$ cat config.mk
export PLATFORM = sky130hd
export DESIGN_NAME = variable_width_bit_packer
export DESIGN_NICKNAME = d
export VERILOG_FILES = /design/src/rtl/core/vwbp_pkg.sv /design/src/rtl/core/variable_width_bit_packer.sv
export SDC_FILE = /design/constraint.sdc
export NUM_CORES = 1
export LEC_CHECK = 0
export BUFFER_PORTS_ARGS = -buffer_cell sky130_fd_sc_hd__buf_2
export CAP_MARGIN = 20
export CORE_UTILIZATION = 59
export CTS_CLUSTER_DIAMETER = 80
export DETAILED_ROUTE_END_ITERATION = 7
export PLACE_DENSITY = 0.89
export SYNTH_ARGS = -nofsm -noshare
export SYNTH_HDL_FRONTEND = slang
export SYNTH_SLANG_ARGS = --single-unit
$ cat constraint.sdc
create_clock -name clk -period 3.98 [get_ports clk]
set_input_delay 0.199 -clock clk [delete_from_list [all_inputs] [get_ports clk]]
set_output_delay 0.199 -clock clk [all_outputs]
set_load 0.005 [all_outputs]
$ cat src/rtl/core/vwbp_pkg.sv
// ----------------------------------------------------------------------------
// vwbp_pkg: shared definitions for the variable width bit packer
// Field widths, action codes and the packed input transfer layout.
// ----------------------------------------------------------------------------
package vwbp_pkg;

    localparam int unsigned ValueW   = 8;
    localparam int unsigned WidthW   = 4;
    localparam int unsigned ByteW    = 8;
    localparam int unsigned InDataW  = 16;   // value + width, padded to bytes
    localparam int unsigned CountW   = 4;    // holds 1..8 free positions
    localparam int unsigned ShiftW   = 5;    // shift into a 16-bit window

    localparam logic ACTION_PUT   = 1'b0;
    localparam logic ACTION_FLUSH = 1'b1;

    localparam logic [CountW-1:0] FREE_ALL  = 4'd8;
    localparam logic [WidthW-1:0] WIDTH_MAX = 4'd8;

    typedef logic [InDataW-1:0] in_data_t;
    typedef logic [ByteW-1:0]   byte_t;

endpackage : vwbp_pkg

$ cat src/rtl/core/variable_width_bit_packer.sv
// ----------------------------------------------------------------------------
// variable_width_bit_packer: MSB-first packer of 1 to 8 bit fields into bytes
// Appends fields after the bits already held and emits each completed byte.
// ----------------------------------------------------------------------------
// The block takes one transfer per clock unless the master side holds back,
// and gives at most one byte per transfer. A put (tuser = 0) carries a value
// in tdata[7:0] and its width in tdata[11:8]; the value is masked to that
// width and appended most significant bit first. A width of zero appends
// nothing, a width above eight counts as eight. When the held byte fills, it
// leaves on the master side and the held bits restart from the leftover of
// the field. A flush (tuser = 1) emits the partial byte with its unfilled low
// bits zero and keeps the state. An item waits in the input register and then
// loads the result register, from which its byte shows on the master side;
// both stages advance together whenever the result register is empty or
// being taken, so the sustained rate is one item per clock and is set only
// by back pressure on the master side.
module variable_width_bit_packer
(
    input  logic             clk,
    input  logic             rst_n,
    input  logic             s_tvalid,
    output logic             s_tready,
    input  vwbp_pkg::in_data_t s_tdata,  // [7:0] field_value, [11:8] field_width, [15:12] zero
    input  logic             s_tuser,    // [0] action: 0 put, 1 flush
    output logic             m_tvalid,
    input  logic             m_tready,
    output vwbp_pkg::byte_t  m_tdata     // [7:0] out_byte
);
    import vwbp_pkg::*;

    // Input register stage
    logic              in_valid_reg;
    logic              in_action_reg;
    logic [ValueW-1:0] in_value_reg;
    logic [WidthW-1:0] in_width_reg;

    // Packer state
    byte_t             held_byte_reg, held_byte_next;
    logic [CountW-1:0] free_bits_reg, free_bits_next;

    // Result register
    logic              out_valid_reg;
    byte_t             out_byte_reg, out_byte_next;
    logic              emit;

    logic              advance;
    logic              take_in;

    // Datapath temporaries
    logic [WidthW-1:0]   width_eff;
    logic [ValueW-1:0]   value_masked;
    logic [ShiftW-1:0]   shift_amt;
    logic [2*ByteW-1:0]  window;
    logic [ShiftW-1:0]   used_bits;

    // Both stages move whenever the result register can take a new byte.
    assign advance  = !out_valid_reg || m_tready;
    assign take_in  = s_tvalid && s_tready;
    assign s_tready = !in_valid_reg || advance;

    assign m_tvalid = out_valid_reg;
    assign m_tdata  = out_byte_reg;

    always_ff @(posedge clk or negedge rst_n)
    begin
        if (!rst_n)
        begin
            in_valid_reg <= 1'b0;
        end
        else if (s_tready)
        begin
            in_valid_reg <= s_tvalid;
        end
    end

    always_ff @(posedge clk)
    begin
        if (take_in)
        begin
            in_action_reg <= s_tuser;
            in_value_reg  <= s_tdata[ValueW-1:0];
            in_width_reg  <= s_tdata[ValueW +: WidthW];
        end
    end

    // Place the masked field in a 16-bit window whose upper byte is the held
    // byte; a field that straddles spills its tail into the lower byte.
    always_comb
    begin
        width_eff      = (in_width_reg > WIDTH_MAX) ? WIDTH_MAX : in_width_reg;
        value_masked   = in_value_reg
                         & ValueW'((9'd1 << width_eff) - 9'd1);
        shift_amt      = ShiftW'(5'd8 + {1'b0, free_bits_reg} - {1'b0, width_eff});
        window         = {held_byte_reg, 8'h00}
                         | (16'({8'h00, value_masked}) << shift_amt);
        used_bits      = ShiftW'(5'd8 - {1'b0, free_bits_reg} + {1'b0, width_eff});

        held_byte_next = held_byte_reg;
        free_bits_next = free_bits_reg;
        out_byte_next  = held_byte_reg;
        emit           = 1'b0;

        if (in_valid_reg)
        begin
            if (in_action_reg == ACTION_FLUSH)
            begin
                emit = 1'b1;
            end
            else if (width_eff != '0)
            begin
                if (used_bits >= 5'd8)
                begin
                    // byte complete: emit it, keep the spilled tail
                    emit           = 1'b1;
                    out_byte_next  = window[2*ByteW-1:ByteW];
                    held_byte_next = window[ByteW-1:0];
                    free_bits_next = CountW'(5'd16 - used_bits);
                end
                else
                begin
                    held_byte_next = window[2*ByteW-1:ByteW];
                    free_bits_next = CountW'(free_bits_reg - width_eff);
                end
            end
        end
    end

    always_ff @(posedge clk or negedge rst_n)
    begin
        if (!rst_n)
        begin
            held_byte_reg <= '0;
            free_bits_reg <= FREE_ALL;
            out_valid_reg <= 1'b0;
        end
        else if (advance)
        begin
            held_byte_reg <= held_byte_next;
            free_bits_reg <= free_bits_next;
            out_valid_reg <= emit;
        end
    end

    always_ff @(posedge clk)
    begin
        if (advance && emit)
        begin
            out_byte_reg <= out_byte_next;
        end
    end

    // Free count always names a real position count.
    assert property (@(posedge clk) disable iff (!rst_n)
        free_bits_reg != '0 && free_bits_reg <= FREE_ALL)
        else $error("free bit count out of range");

    // An empty held byte carries no stray bits.
    assert property (@(posedge clk) disable iff (!rst_n)
        free_bits_reg == FREE_ALL |-> held_byte_reg == '0)
        else $error("held byte not clear while empty");

    // A processed flush shows the held byte and leaves the state alone.
    assert property (@(posedge clk) disable iff (!rst_n)
        in_valid_reg && advance && in_action_reg == ACTION_FLUSH
        |=> m_tvalid && m_tdata == $past(held_byte_reg)
            && $stable(held_byte_reg) && $stable(free_bits_reg))
        else $error("flush result or state wrong");

    // A stalled item must not disturb the packer state.
    assert property (@(posedge clk) disable iff (!rst_n)
        !advance |=> $stable(held_byte_reg) && $stable(free_bits_reg))
        else $error("state moved during stall");

endmodule : variable_width_bit_packer
==> results of run 1 <==
## cell usage after synthesis (2+ instances only)
library cell,number,share of area (%)
a2111oi_0,2,0.67
buf_2,4,0.77
o21ai_0,7,1.3
a211o_1,2,0.67
o21bai_1,5,1.4
a21o_1,5,1.4
nand4_1,2,0.48
clkbuf_1,7,1.0
nand3_1,3,0.58
o22ai_1,2,0.48
and2_1,2,0.48
mux2_2,3,1.3
nor2_1,27,3.9
fa_1,4,3.1
dfrtp_1,13,12
mux2i_1,6,2.3
ha_1,16,7.7
nand2_1,22,3.2
edfxtp_1,21,24
o21ai_1,5,0.96
nor2b_1,5,1.2
xnor2_1,9,3.0
a211oi_1,4,1.2
o211ai_1,4,1.2
a221oi_1,3,1.0
a31oi_1,8,1.9
o21a_1,2,0.58
nor3_1,4,0.77
xor2_1,2,0.67
and3_1,4,0.96
inv_1,20,2.9
nand2b_1,7,1.7
a21oi_1,17,3.3
## final cells by class
cell class                      count  area, um^2  share of cell area (%)
Multi-Input combinational cell    205        1480                    50.6
Sequential cell                    35         982                    33.5
Timing Repair Buffer               35         200                    6.84
Clock buffer                        6        82.6                    2.82
Inverter                           21        78.8                    2.69
Tap cell                           50        62.6                    2.14
Clock inverter                      2        38.8                    1.32
## layer usage
metal	part of all wire, %	vias up	GRT usage [%]
li1	-	1054	-
met1	43	992	34.3
met2	47	113	41.7
met3	7.6	22	6.91
met4	2.4	0	10.2
met5	0	-	0
## per-stage QoR
stage	hold slack (ps)	instances	util [%]	setup slack [ps]
floorplan	-96.6	274	-	592
global placement	123	345	68.0	598
detailed placement	135	345	68.0	563
CTS	77.2	354	71.1	539
global route	61.5	354	71.1	269
finish	78.8	354	71.1	517
## worst max-delay path, cell delays in order (launching register included)
cell and delay, ps:
edfxtp_1 520, nand2_1 140, inv_1 60, ha_1 210, fa_1 950, buf_4 260
nand3b_1 80, mux2i_1 200, nor2_1 110, a2111oi_0 420, o22ai_1 190, a211oi_1 230
## how the worst max path moves through the flow
| stage | startpoint | to | slack, ps | cells after the start |
|---|---|---|---|---|
| after CTS | in_width_reg[0] | held_byte_reg[2] | 540 | 11 |
| after global routing | in_width_reg[0] | m_tdata[2] | 270 | 11 |
| after detailed placement | in_width_reg[0] | held_byte_reg[2] | 560 | 11 |
| after global placement | in_width_reg[0] | held_byte_reg[2] | 600 | 11 |
| after floorplan | in_width_reg[3] | m_tdata[0] | 590 | 14 |
| final | in_width_reg[0] | held_byte_reg[2] | 520 | 11 |
## cells by family (layout without fill, tap and decap cells)
logic type,Yosys count,after routing
simple gates,87,87
flops,35,35
mux,9,9
compound gates,78,78
fa+ha+maj,20,20
buf+inv,34,64
xor+xnor,11,11
## layout by cell type, fill, tap and decap left out, drive strengths merged, types with 3 or more instances in the layout
master  instances
a221oi          4
fa              4
a21oi          17
inv            22
a21o            5
and3            4
nand2          22
and2            3
nand2b          7
nand3           3
o21ai          12
edfxtp         21
mux2            3
ha             16
dfrtp          13
xnor2           9
nor2           27
nor3            4
a31oi           8
o211ai          5
mux2i           6
nor2b           5
clkbuf          6
a211oi          4
buf            34
o21bai          5
## timing repair
| item | in CTS | in global routing |
|---|---|---|
| endpoints found under the hold margin | 13 | 0 |
| resized for setup | 0 | 0 |
| hold buffers | 1 | 0 |
==> impl_results.md, run 1 <==
- Status: finished clean
- TritonRoute pass-1 iters: 5
- Mean area per synthesized cell: 9.52 um^2
- Post-synth top flop: edfxtp_1
- Clock Pin Slew Worst Setup and Hold Paths: about 70 ps
- Critical path startpoint category: register
- Routed vias: 2181
- Residual DRC count: 0
- PortBufs: 26
- Hold path depth: 1
- Clk_lat worst skew: 290 ps
- Reg2Reg Setup Slack: 520 ps
- Yosys synthesis warning count: 0
- HPWL Detailed: 4.19 mm
- Synth Area in Adders: between 10% and 20%
- Post-Synth XOR/XNOR Area: 3.69%
- Seq cells post-synth: 35
- Clock Path Buffers: 2
- Initial antenna violation count: 0
- Post-CTS setup buffers: 0
- Setup TNS: 0 ps
- Hold path startpoint: s_tdata[8]
- Hold Path Class: input port to register
- Vias/cell: 6.16
- Final-report max-slew violation count: 0
- R2R cell count: 11
- Largest family of logic cells by synthesized area: compound AO/OA/AOI/OAI gates
- First-pass GRT wire length: 8.87 mm
- Chip width: 68.5 um
- Max-Cap Viols: 0
- RR Startpoint: in_width_reg[0]
- Async set-reset flop share out of synthesis: roughly two fifths
- Wirelength, routed: around 5.6 mm
- Crit Path Category: register to register
- Starting Density: 63.4%
- Clk Tree Root Cell: clkbuf_8
- Worst Clk Skew: 2.87 ps
- Global placer's final weighted congestion: 0.996
- Fin nets: between 300 and 400
- Hold EP: in_width_reg[0]
- Worst slew pin tran: roughly 790 ps
- Fillers: 297
- Final setup violation count: 0
- Number of flops mapped to enable cells by yosys: 21
- Tmin final: about 3500 ps
- Synth Cell Area: 2610 um^2
- Rows: 23
- Design area: 2930 um^2
- Arr. time, crit path: 3670 ps
- FF-to-FF End: held_byte_reg[2]
- CTS tree: built
- Initial drt markers: 249
- Crit. End Element: register
- Register area share after synthesis: 37.6%
- Layout area overhead: 12.2%
- Fin. Hold Viols: 0
- CTS Buf Count: 5
- Htree depth: 2
- Chip height: 68.5 um
- Max Freq: between 200 and 300 MHz
- Core Box Area: 4120 um^2
- Number of global-route vias before repair: 2010
- CTS Sinks: 35
- Total track usage: 26.3%
- Die footprint: 4690 um^2
- Dpl cell area: 2800 um^2
- ANT nets after route: 0
- Synth Instances: 274
- Post-synthesis net count: 315
- Largest net degree at the start of global routing: 21
- RSZ-0062 raised after global routing: false
- Req. time, crit path: 4180 ps
- Ant. Diodes: 0
- Num ports: 31
- Routed length per placed instance: 15.7 um
- Share of cells above drive strength 1: 17.4%
- Post-Synth Simple-Gate Area: about 17%
- Crit path max fanout: 19
- Final Cycle Share: roughly 87%
- Mux cell area share after synthesis: 3.60%
- Unique masters post-synth: 60
- Grt ovf: 0
- Slew HR: between 40% and 50%
- Compound-gate portion of the synthesized area: 21.4%
Power of run 1 is not shown: default switching activity piles up to over one toggle a cycle in this logic, so the estimate is an artifact.
==> run 2, diff against run 1 <==
Settings changed: PLACE_DENSITY 0.89 to 0.88.
==> run 2 against run 1 <==
Count of clock-buffer cells in the layout stayed put; via count is 0.83% higher; clock skew is 7.7 ps higher; first-iteration DRC count is 41% lower; global-route usage is 0.18 points higher; setup slack worse by 11 ps; worst hold slack worse by 1.2 ps; critical path depth stayed put; die area stayed put; register-to-register slack hardly changed.
==> impl_results.md, run 2 (synthesis results as in run 1) <==
- First-pass GRT wire length: 9.01 mm (was 8.87 mm)
- Number of global-route vias before repair: 1996 (was 2010)
- Req. time, crit path: 4020 ps (was 4180 ps)
- Slowest Stage Delay on Critical Path: 970 ps (was 950 ps)
- Final setup violation count: 0 (unchanged)
- Worst slew pin tran: 787 ps (was 786 ps)
- Final Cycle Share: 87.3% (was 87.0%)
- Total track usage: 26.5% (was 26.3%)
- Most frequent cells in the layout: nor2_1, buf_2, nand2_1, edfxtp_1, inv_1 (unchanged)
- Max Freq: 288 MHz (was 289 MHz)
- Vias/cell: 6.21 (was 6.16)
- PortBufs: 26 (unchanged)
- Met3 usage: 5.76% (was 6.91%)
- Commonest non-fill, non-tap cell in the layout: nor2_1 (unchanged)
- Post-CTS setup buffers: 0 (unchanged)
- Fin. Hold Viols: 0 (unchanged)
- Htree depth: 2 (unchanged)
- Die footprint: 4690 um^2 (unchanged)
- Global route hottest layer: met2 (unchanged)
- Worst Clk Skew: 10.6 ps (was 2.87 ps)
- Clk Tree Root Cell: clkbuf_8 (unchanged)
- Slew HR: 47.2% (about the same)
- RSZ-0062 raised after global routing: false (unchanged)
- Buffers & Inverters on Critical Path: 2 (unchanged)
- Core Box Area: 4120 um^2 (unchanged)
- Worst path cell trace: nand2_1 > inv_1 > ha_1 > fa_1 > buf_4 > and4b_1 > a21oi_1 > mux2_2 > a221oi_1 > o211ai_1 > o21bai_1 (was nand2_1 > inv_1 > ha_1 > fa_1 > buf_4 > nand3b_1 > mux2i_1 > nor2_1 > a2111oi_0 > o22ai_1 > a211oi_1)
- TritonRoute pass-1 iters: 4 (was 5)
- Num ports: 31 (unchanged)
- Final-report max-slew violation count: 0 (unchanged)
- Post-CTS Resized: 0 (unchanged)
- Routed vias: 2199 (was 2181)
- Hold buffers post-CTS: 1 (unchanged)
- Tmin final: 3470 ps (was 3460 ps)
- Initial drt markers: 146 (was 249)
- Global placer's final weighted congestion: 0.960 (was 0.996)
- Crit Path Category: register to register (unchanged)
- Hold Path Class: input port to register (unchanged)
- Chip width: 68.5 um (unchanged)
- Fillers: 307 (was 297)
- CTS Sinks: 35 (unchanged)
- Initial antenna violation count: 0 (unchanged)
- Max-Cap Viols: 0 (unchanged)
- Starting Density: 63.4% (unchanged)
- Rows: 23 (unchanged)
- Grt ovf: 0 (unchanged)
- CTS tree: built (unchanged)
- HPWL Detailed: 4.21 mm (was 4.19 mm)
- Routed length per placed instance: 15.7 um (about the same)
- Ant. Diodes: 0 (unchanged)
- CTS Buf Count: 5 (unchanged)
- Met2 usage: 42.4% (was 41.7%)
- Largest net degree at the start of global routing: 21 (unchanged)
- Design area: 2920 um^2 (was 2930 um^2)
- CP delay by family, top: adder cells (unchanged)
- Crit path max fanout: 19 (unchanged)
- ANT nets after route: 0 (unchanged)
- Critical path's slowest cell: fa_1 (unchanged)
- Wirelength, routed: 5.55 mm (about the same)
- Clk_lat worst skew: 290 ps (about the same)
- Critical path startpoint category: register (unchanged)
- Crit. End Element: register (unchanged)
- Met1 Track Usage GR: 33.9% (was 34.3%)
- Layout area overhead: 12.1% (was 12.2%)
- Dpl cell area: 2800 um^2 (unchanged)
- Residual DRC count: 0 (unchanged)
- Chip height: 68.5 um (unchanged)
- WHS: 77.6 ps (was 78.8 ps)
- Clock Path Buffers: 2 (unchanged)
- Share of cells above drive strength 1: 17.4% (unchanged)
- Fin nets: 344 (unchanged)
- Setup TNS: 0 ps (unchanged)
- Clock Pin Slew Worst Setup and Hold Paths: 80 ps (was 70 ps)
- Status: finished clean (unchanged)
- Arr. time, crit path: 3510 ps (was 3670 ps)
==> run 2: changes by cell type in the layout (fill, tap and decap cells not counted) <==
cell / delta
inv_6: -1
clkinv_2: +1
==> run 2: metal layers <==
| layer | share of wire [%] | wire length [um] |
|---|---|---|
| met5 | 0 | 0 |
| met4 | 2.8 | 156 |
| met2 | 47 | 2590 |
| met1 | 43 | 2410 |
| met3 | 7.0 | 389 |
==> run 2: path summary, 6_finish.rpt <==
path	end	from	depth (start not counted)	slack, ps
worst max-delay path	m_tdata[0]	in_width_reg[0]	11	510
worst min-delay path	in_width_reg[2]	s_tdata[10]	1	80
worst max register to register	m_tdata[0]	in_width_reg[0]	11	510
worst min register to register	free_bits_reg[3]	free_bits_reg[3]	2	520
max in group asynchronous	free_bits_reg[3]	rst_n	2	3330
min in group asynchronous	free_bits_reg[2]	rst_n	2	340
==> run 2: worst reg2reg max path: cells and delay by family, from the launching register on <==
kind	cells	cell delay [ps]
compound gates	4	650
mux	1	240
buf+inv	2	320
flops	1	510
simple gates	2	330
fa+ha+maj	2	1180
==> run 2: final cells by class <==
| cell class | count | area [um^2] | area share (%) |
|---|---|---|---|
| clock buffer | 6 | 82.6 | 2.82 |
| tap | 50 | 62.6 | 2.14 |
| clock inverter | 2 | 35.0 | 1.20 |
| multi-input combinational | 205 | 1480 | 50.7 |
| inverter | 21 | 78.8 | 2.70 |
| timing repair buffer | 35 | 200 | 6.85 |
| sequential | 35 | 982 | 33.6 |
==> run 2: per-stage QoR <==
step / cells / setup slack [ps] / utilization (%)
after floorplan: 274 / 592 / -
final: 354 / 505 / 71.1
after CTS: 354 / 567 / 71.1
after global routing: 354 / 297 / 71.1
after global placement: 345 / 618 / 68.0
after detailed placement: 345 / 596 / 68.0
Power of run 2 is left out for the same reason.
